--- src/rtl/irpd_pkg.sv ---
`timescale 1ns / 1ps
// ----------------------------------------------------------------------------
// irpd_pkg: shared constants, types and the timing match for the IR decoder
// Holds the frame timing targets, register map codes and sequencer states.
// ----------------------------------------------------------------------------
package irpd_pkg;

  // Storage depth default
  localparam int unsigned PULSE_DEPTH_DEF = 128;

  // Field and register widths
  localparam int unsigned TIME_W  = 32;
  localparam int unsigned PULSE_W = 16;
  localparam int unsigned TOL_W   = 10;
  localparam int unsigned GAP_W   = 16;
  localparam int unsigned MINP_W  = 16;
  localparam int unsigned TGT_W   = 14;
  localparam int unsigned FRAME_W = 32;
  localparam int unsigned PADDR_W = 4;
  localparam int unsigned PDATA_W = 32;

  // Register reset values
  localparam logic [TOL_W-1:0]  TOL_RST  = 10'd300;
  localparam logic [GAP_W-1:0]  GAP_RST  = 16'd15000;
  localparam logic [MINP_W-1:0] MINP_RST = 16'd100;

  // Register map, indexed by paddr[3:2]
  localparam logic [1:0] REG_TOL  = 2'd0;
  localparam logic [1:0] REG_GAP  = 2'd1;
  localparam logic [1:0] REG_MINP = 2'd2;

  // Frame timing in microseconds
  localparam logic [TGT_W-1:0] HDR_MARK_US   = 14'd9000;
  localparam logic [TGT_W-1:0] HDR_SPACE_US  = 14'd4500;
  localparam logic [TGT_W-1:0] BIT_MARK_US   = 14'd560;
  localparam logic [TGT_W-1:0] BIT1_SPACE_US = 14'd1690;

  localparam int unsigned MIN_INTERVALS = 66;
  localparam int unsigned FRAME_BITS    = 32;
  localparam int unsigned ENT_W         = $clog2(2 * FRAME_BITS);
  localparam int unsigned BYTE_MASK     = 8'hFF;

  typedef enum logic [3:0] {
    ST_IDLE = 4'b0001,
    ST_EDGE = 4'b0010,
    ST_HDR  = 4'b0100,
    ST_BITS = 4'b1000
  } irpd_state_t;

  // Interval within plus or minus tol of target
  function automatic logic near_fn(input logic [PULSE_W-1:0] v,
                                   input logic [TGT_W-1:0]   tgt,
                                   input logic [TOL_W-1:0]   tol);
    logic [PULSE_W:0] lo_sum;
    logic [PULSE_W:0] hi_sum;
    lo_sum = {1'b0, v} + {{(PULSE_W + 1 - TOL_W){1'b0}}, tol};
    hi_sum = {{(PULSE_W + 1 - TGT_W){1'b0}}, tgt} + {{(PULSE_W + 1 - TOL_W){1'b0}}, tol};
    near_fn = (lo_sum >= {{(PULSE_W + 1 - TGT_W){1'b0}}, tgt}) && ({1'b0, v} <= hi_sum);
  endfunction

endpackage

--- src/rtl/ir_pulse_distance_decoder.sv ---
`timescale 1ns / 1ps
// ----------------------------------------------------------------------------
// ir_pulse_distance_decoder: pulse-distance infrared frame decoder
// Measures edge intervals into a pulse store and decodes a 32-bit frame
// (header word, command byte, check byte) on request.
// ----------------------------------------------------------------------------
//
//  channel  | handshake                 | word
//  ---------+---------------------------+--------------------------------------
//  input    | start / busy              | in_req_type, in_edge_time_us
//  result   | out_valid (1-cycle pulse) | out_frame_found, out_header_word,
//           |                           | out_command_byte, out_check_byte
//  config   | psel/penable/pwrite/pready| paddr, pwdata, prdata
//
//  Flow: an edge word passes the interval subtract, then classify and store.
//  A poll with fewer than 66 held intervals answers in the next cycle;
//  otherwise the scan streams one stored interval per cycle through the single
//  memory read port, and the poll answers once a frame decodes, a match fails
//  or the scan runs past the last held interval. busy is high while the
//  sequencer is away from idle.
//  Reset: synchronous, active low; clears the count, the last edge time, the
//  registers and the sequencer. The store itself is not cleared.
//  Stalls: the receiver cannot stall; each result is shown for one cycle.
//
module ir_pulse_distance_decoder #(
  parameter int unsigned PULSE_DEPTH = irpd_pkg::PULSE_DEPTH_DEF
) (
  input  logic                          clk,
  input  logic                          rst_n,
  // input word
  input  logic                          start,
  output logic                          busy,
  input  logic                          in_req_type,
  input  logic [irpd_pkg::TIME_W-1:0]   in_edge_time_us,
  // result word
  output logic                          out_valid,
  output logic                          out_frame_found,
  output logic [15:0]                   out_header_word,
  output logic [7:0]                    out_command_byte,
  output logic [7:0]                    out_check_byte,
  // configuration
  input  logic                          psel,
  input  logic                          penable,
  input  logic                          pwrite,
  input  logic [irpd_pkg::PADDR_W-1:0]  paddr,
  input  logic [irpd_pkg::PDATA_W-1:0]  pwdata,
  output logic [irpd_pkg::PDATA_W-1:0]  prdata,
  output logic                          pready
);
  import irpd_pkg::*;

  localparam int unsigned CNT_W = $clog2(PULSE_DEPTH + 1);
  localparam int unsigned IDX_W = $clog2(PULSE_DEPTH);

  // Configuration registers
  logic [TOL_W-1:0]  tol_r;
  logic [GAP_W-1:0]  gap_r;
  logic [MINP_W-1:0] minp_r;

  // Control state
  irpd_state_t         state_r, state_nxt;
  logic [TIME_W-1:0]   last_r, last_nxt;
  logic [TIME_W-1:0]   delta_r, delta_nxt;
  logic [CNT_W-1:0]    cnt_r, cnt_nxt;
  logic [CNT_W-1:0]    rd_addr_r, rd_addr_nxt;
  logic                vld_r, vld_nxt;
  logic                prev_r, prev_nxt;
  logic [ENT_W-1:0]    ent_r, ent_nxt;
  logic [FRAME_W-1:0]  acc_r, acc_nxt;

  // Result register
  logic                out_valid_r, out_valid_nxt;
  logic                found_r, found_nxt;
  logic [FRAME_W-1:0]  word_r, word_nxt;

  // Pulse store
  logic [PULSE_W-1:0]  mem [PULSE_DEPTH];
  logic [PULSE_W-1:0]  rd_data_r;
  logic                mem_we;

  // Shared match unit: two comparators, targets steered by scan phase
  logic [TGT_W-1:0]    tgt_a, tgt_b;
  logic                hit_a, hit_b;
  logic [FRAME_W-1:0]  acc_shift;
  logic                cfg_wr;

  assign tgt_a = (state_r == ST_HDR) ? HDR_MARK_US  : BIT_MARK_US;
  assign tgt_b = (state_r == ST_HDR) ? HDR_SPACE_US : BIT1_SPACE_US;
  assign hit_a = near_fn(rd_data_r, tgt_a, tol_r);
  assign hit_b = near_fn(rd_data_r, tgt_b, tol_r);
  // A space that matches both bit values decodes as a one
  assign acc_shift = {acc_r[FRAME_W-2:0], hit_b};

  always_comb begin
    state_nxt     = state_r;
    last_nxt      = last_r;
    delta_nxt     = delta_r;
    cnt_nxt       = cnt_r;
    rd_addr_nxt   = rd_addr_r;
    vld_nxt       = 1'b0;
    prev_nxt      = prev_r;
    ent_nxt       = ent_r;
    acc_nxt       = acc_r;
    out_valid_nxt = 1'b0;
    found_nxt     = found_r;
    word_nxt      = word_r;
    mem_we        = 1'b0;
    case (state_r)
      ST_IDLE: begin
        if (start) begin
          if (!in_req_type) begin
            // Interval modulo 2^32; last edge time follows every edge
            delta_nxt = in_edge_time_us - last_r;
            last_nxt  = in_edge_time_us;
            state_nxt = ST_EDGE;
          end else if (cnt_r < CNT_W'(MIN_INTERVALS)) begin
            out_valid_nxt = 1'b1;
            found_nxt     = 1'b0;
            word_nxt      = '0;
          end else begin
            rd_addr_nxt = '0;
            prev_nxt    = 1'b0;
            state_nxt   = ST_HDR;
          end
        end
      end
      ST_EDGE: begin
        // Drop the store on a long gap, drop glitches, append otherwise while room is left
        if (delta_r > {{(TIME_W - GAP_W){1'b0}}, gap_r}) begin
          cnt_nxt = '0;
        end else if (delta_r >= {{(TIME_W - MINP_W){1'b0}}, minp_r} &&
                     cnt_r < CNT_W'(PULSE_DEPTH)) begin
          mem_we  = 1'b1;
          cnt_nxt = cnt_r + 1'b1;
        end
        state_nxt = ST_IDLE;
      end
      ST_HDR, ST_BITS: begin
        // Stream the next held interval into the read register
        if (rd_addr_r < cnt_r) begin
          vld_nxt     = 1'b1;
          rd_addr_nxt = rd_addr_r + 1'b1;
        end
        if (vld_r) begin
          if (state_r == ST_HDR) begin
            prev_nxt = hit_a;
            if (prev_r && hit_b) begin
              state_nxt = ST_BITS;
              ent_nxt   = '0;
              acc_nxt   = '0;
            end
          end else begin
            ent_nxt = ent_r + 1'b1;
            if (!ent_r[0]) begin
              if (!hit_a) begin
                out_valid_nxt = 1'b1;
                found_nxt     = 1'b0;
                word_nxt      = '0;
                state_nxt     = ST_IDLE;
              end
            end else if (!hit_a && !hit_b) begin
              out_valid_nxt = 1'b1;
              found_nxt     = 1'b0;
              word_nxt      = '0;
              state_nxt     = ST_IDLE;
            end else begin
              acc_nxt = acc_shift;
              if (ent_r == ENT_W'(2 * FRAME_BITS - 1)) begin
                out_valid_nxt = 1'b1;
                found_nxt     = 1'b1;
                word_nxt      = acc_shift;
                cnt_nxt       = '0;
                state_nxt     = ST_IDLE;
              end
            end
          end
        end else if (rd_addr_r >= cnt_r) begin
          // Ran out of held intervals
          out_valid_nxt = 1'b1;
          found_nxt     = 1'b0;
          word_nxt      = '0;
          state_nxt     = ST_IDLE;
        end
      end
      default: begin
        state_nxt = ST_IDLE;
      end
    endcase
  end

  always_ff @(posedge clk) begin
    if (!rst_n) begin
      state_r     <= ST_IDLE;
      last_r      <= '0;
      cnt_r       <= '0;
      vld_r       <= 1'b0;
      out_valid_r <= 1'b0;
    end else begin
      state_r     <= state_nxt;
      last_r      <= last_nxt;
      cnt_r       <= cnt_nxt;
      vld_r       <= vld_nxt;
      out_valid_r <= out_valid_nxt;
    end
  end

  // Datapath registers, no reset needed
  always_ff @(posedge clk) begin
    delta_r   <= delta_nxt;
    rd_addr_r <= rd_addr_nxt;
    prev_r    <= prev_nxt;
    ent_r     <= ent_nxt;
    acc_r     <= acc_nxt;
    found_r   <= found_nxt;
    word_r    <= word_nxt;
  end

  // Pulse store: one write port, one registered read port
  always_ff @(posedge clk) begin
    if (mem_we) begin
      mem[cnt_r[IDX_W-1:0]] <= delta_r[PULSE_W-1:0];
    end
    rd_data_r <= mem[rd_addr_r[IDX_W-1:0]];
  end

  // Configuration port
  assign cfg_wr = psel && penable && pwrite;

  always_ff @(posedge clk) begin
    if (!rst_n) begin
      tol_r  <= TOL_RST;
      gap_r  <= GAP_RST;
      minp_r <= MINP_RST;
    end else if (cfg_wr) begin
      case (paddr[3:2])
        REG_TOL:  tol_r  <= pwdata[TOL_W-1:0];
        REG_GAP:  gap_r  <= pwdata[GAP_W-1:0];
        REG_MINP: minp_r <= pwdata[MINP_W-1:0];
        default: begin
        end
      endcase
    end
  end

  always_comb begin
    case (paddr[3:2])
      REG_TOL:  prdata = {{(PDATA_W - TOL_W){1'b0}}, tol_r};
      REG_GAP:  prdata = {{(PDATA_W - GAP_W){1'b0}}, gap_r};
      REG_MINP: prdata = {{(PDATA_W - MINP_W){1'b0}}, minp_r};
      default:  prdata = '0;
    endcase
  end

  assign pready = 1'b1;

  // Outputs
  assign busy             = (state_r != ST_IDLE);
  assign out_valid        = out_valid_r;
  assign out_frame_found  = found_r;
  assign out_header_word  = word_r[31:16];
  assign out_command_byte = word_r[15:8] & 8'(BYTE_MASK);
  assign out_check_byte   = word_r[7:0] & 8'(BYTE_MASK);

  // Assertions
  a_cnt_bound: assert property (@(posedge clk) disable iff (!rst_n)
    cnt_r <= CNT_W'(PULSE_DEPTH))
    else $error("pulse count beyond store depth");

  a_fail_zero: assert property (@(posedge clk) disable iff (!rst_n)
    out_valid && !out_frame_found |->
      out_header_word == 16'd0 && out_command_byte == 8'd0 && out_check_byte == 8'd0)
    else $error("failed poll carries nonzero frame fields");

  a_ok_clears: assert property (@(posedge clk) disable iff (!rst_n)
    out_valid && out_frame_found |-> cnt_r == '0)
    else $error("decoded frame left the pulse store populated");

  a_scan_busy: assert property (@(posedge clk) disable iff (!rst_n)
    start && !busy && in_req_type && cnt_r >= CNT_W'(MIN_INTERVALS) |=> busy && !out_valid)
    else $error("poll with enough intervals did not start a scan");

endmodule
--- config.mk ---
export PLATFORM = sky130hd
export DESIGN_NAME = ir_pulse_distance_decoder
export DESIGN_NICKNAME = d
export VERILOG_FILES = /design/src/rtl/irpd_pkg.sv /design/src/rtl/ir_pulse_distance_decoder.sv
export SDC_FILE = /design/constraint.sdc
export NUM_CORES = 2
export LEC_CHECK = 0
export ABC_AREA = 1
export ABC_CLOCK_PERIOD_IN_PS = 8100
export BUFFER_PORTS_ARGS = -buffer_cell sky130_fd_sc_hd__buf_4
export CAP_MARGIN = 20
export CORE_AREA = 2 2 447 449
export DETAILED_ROUTE_END_ITERATION = 8
export DIE_AREA = 0 0 449 451
export MAX_ROUTING_LAYER = met4
export PLACE_DENSITY = 0.71
export SETUP_SLACK_MARGIN = 0.05
export SYNTH_ARGS = -nofsm -noshare
export SYNTH_HDL_FRONTEND = slang
export SYNTH_SLANG_ARGS = --single-unit
export TNS_END_PERCENT = 50
--- constraint.sdc ---
create_clock -name clk -period 8.1 [get_ports clk]
set_input_delay 1.62 -clock clk [delete_from_list [all_inputs] [get_ports clk]]
set_output_delay 1.62 -clock clk [all_outputs]
set_load 0.1 [all_outputs]
==> run_results.csv <==
group,metric,value,unit
timing,max_slew_margin,11.0,%
hold_path,hold_start,"last_r[14]",
critical_path,critPathMaxFanout,46,
timing,fin_tns_setup,0,ns
grt,grt_busiest_layer,"met2",
clocking,numClockSinks,2263,
yosys,ys_seq_area_share,72.2,%
route,vias,62000,
route,drc,0,
critical_path,slowest_stage,"a21oi_4",
die,die_height,451,um
timing,slew_viol_final,0,
grt,grt_overflow,0,
yosys,yosysTopAreaCell,"edfxtp_1",
critical_path,timing.rr.end,"acc_r[7]",
critical_path,worstSetupStartpointType,"register",
yosys,synth-xor-area-share,0.482,%
yosys,yosys.area.top_type_share,70.0,%
yosys,ys_top_cells_by_area,"edfxtp_1, o21ai_0, nor2_1",
clocking,cts_setup_buffers,0,
pwr,ir_drop,0.250,mV
yosys,ys.warnings.count,0,
die,dieArea,0.202,mm2
place,port-buffer-count,107,
critical_path,critPathRequiredTime,8.58,ns
grt,use_met2,37.4,%
yosys,synth_seq_cells,2263,
grt,grt_pass1_vias,58600,
yosys,synth_edf_count,2159,
die,die_width,449,um
layout,areaGrowthSynthToFinish,12.0,%
yosys,synth_common_cells,"edfxtp_1, nor2_1, o21ai_0",
hold_path,hold_path_depth,2,
die,fp-row-count,164,
critical_path,reg2reg_depth,25,
timing,finalHoldViolCount,0,
critical_path,critPathLaunch,"state_r[1]",
timing,worstMarginPinSlew,1.34,ns
grt,grtUsageMet3,4.81,%
critical_path,path_buf_inv,4,
layout,nFillCells,16200,
clocking,clk_pin_slew,0.06,ns
timing,rsz0062_at_grt,"false",
grt,grt_start_max_net_pins,216,
clocking,cts_root_buf,"clkbuf_16",
run,maxCapViolations,0,
route,via_per_inst,6.03,
timing,fin_skew,0.0769,ns
route,wire_per_inst,24.4,um
hold_path,min_to,"last_r[14]",
yosys,yosys.cell_types.count,68,
layout,num-nets-final,7652,
place,dp_slack,2.20,ns
yosys,async_flop_share,0,%
grt,antenna_found_initial,6,
place,hpwlAfterDp,143000,um
critical_path,path_class,"register to register",
outcome,status,"finished clean",
yosys,synth_adder_area_share,1.79,%
route,postRouteWirelength,251000,um
yosys,postSynthAreaPerCell,12.6,um2
yosys,synthMostInstantiatedCell,"edfxtp_1",
die,ioPinCount,143,
clocking,clk_path_buf_depth,3,
yosys,synth_mux_area_share,0,%
critical_path,critPathTopFamily,"compound AO/OA/AOI/OAI gates",
grt,grt_pass1_wl,371000,um
grt,use_met1,33.2,%
grt,track_usage,24.9,%
clocking,htree_levels,4,
critical_path,cp_common_cell,"nand2_1",
clocking,cts_resized,0,
timing,timing.final.crit_share,73.0,%
critical_path,max_stage_delay,0.80,ns
timing,post-route-min-period,5.91,ns
timing,worst_slack,2.19,ns
route,drtAntennaViolNets,0,
route,drt-initial-drc-count,8259,
yosys,synth_top_flop_cell,"edfxtp_1",
die,coreArea,0.198,mm2
yosys,synth_area,0.0926,mm2
clocking,holdBufCountCts,0,
layout,final_util,52.4,%
die,start_util,46.7,%
clocking,numCtsBuffers,218,
yosys,synth_compound_area_share,12.7,%
critical_path,reg2reg_from,"state_r[1]",
clocking,cts_tree,"yes",
critical_path,cp-end-kind,"register",
place,place_congestion,0.915,
critical_path,r2r_slack,2.19,ns
pwr,power.leakage,33.9,nW
route,drt_first_pass_iters,8,
hold_path,hp-class,"register to register",
timing,setup_viol,0,
yosys,synthSimpleGateAreaFrac,9.58,%
yosys,synth_top_family_by_area,"compound AO/OA/AOI/OAI gates",
layout,drive_gt1_share,9.35,%
yosys,synthCells,7365,
pwr,power_density,336,mW/mm2
critical_path,cp.arrival,6.39,ns
clocking,insertion_delay,0.89,ns
timing,fmax,169,MHz
pwr,finalPower,34.9,mW
-- cell usage in the layout (no fill, tap or decap), types with 7 or more instances in the layout --
master and count:
nor2_1 1306, edfxtp_1 2159, nand2_1 482, conb_1 17, xnor2_1 15, clkinvlp_4 9
clkbuf_16 223, o211ai_1 70, ha_1 126, dfxtp_1 104, buf_12 18, a221oi_1 13
xor2_1 36, buf_4 317, nor4_1 10, clkinv_1 51, nand3_1 205, clkinv_2 35
o21ai_0 1145, o221ai_1 202, nor2_4 32, nand2_2 12, nor3_1 22, bufinv_16 13
nand4_1 48, o22ai_1 325, a21oi_1 200, clkbuf_1 53, a211oi_1 7, inv_1 236
a31oi_1 36
-- per-layer routing --
metal / up-vias / share of wire, %
met5: - / 0
met4: 0 / 4.4
met3: 546 / 11
met2: 3543 / 46
met1: 30500 / 39
li1: 27400 / -
-- logic make-up after synthesis --
family	count (synthesis)
xor+xnor	51
flops	2263
simple gates	2142
compound gates	2040
fa+ha+maj	130
other cells	2
buf+inv	737
-- cell type report --
class | count | area, um2 | share of cell area [%]
antenna | 4 | 10.0 | 0.00964
clock buffer | 278 | 5810 | 5.59
clock inverter | 121 | 1130 | 1.08
inverter | 247 | 952 | 0.917
multi-input combinational | 4380 | 22900 | 22.0
sequential | 2263 | 66900 | 64.5
tap | 2656 | 3320 | 3.20
timing repair buffer | 337 | 2780 | 2.68
-- worst min-delay path: cells and delay by family, from the launching register on --
kind            cells  cell delay (ns)
buf+inv             1             0.06
flops               1             0.30
compound gates      1             0.06
-- through the flow --
step / std cells / hold WS [ns] / area (um2)
after CTS: 10300 / 0.457 / 104000
final: 10300 / 0.455 / 104000
after floorplan: 7380 / 0.433 / 92700
after global routing: 10300 / 0.485 / 104000
after detailed placement: 9879 / 0.449 / 96800
after global placement: 9879 / 0.443 / 96800
-- worst max-delay path by stage --
| stage | to | slack (ns) | depth (start not counted) |
|---|---|---|---|
| 2_1_floorplan | acc_r[0] | 2.29 | 25 |
| 6_report | acc_r[7] | 2.19 | 25 |
| 4_1_cts | acc_r[7] | 2.15 | 25 |
| 3_3_place_gp | acc_r[7] | 2.14 | 25 |
| 3_5_place_dp | acc_r[7] | 2.20 | 25 |
| 5_1_grt | acc_r[9] | 1.53 | 25 |
-- flip-flops by register name, summed over array words and instances, names as in the netlist --
name / flops
acc_r: 31
tol_r: 10
rd_addr_r: 8
mem: 2048
out_frame_found: 1
last_r: 32
vld_r: 1
ent_r: 6
state_r: 4
minp_r: 16
delta_r: 32
word_r: 32
cnt_r: 8
gap_r: 16
out_valid: 1
prev_r: 1
rd_data_r: 16
-- report_power, final --
group,total (mW),leakage (nW),switching [mW],internal [mW]
combinational,11.2,10.3,8.49,2.73
sequential,13.8,20.3,0.180,13.6
clock,9.90,3.35,4.41,5.49
(Power assumes the default switching activity.)
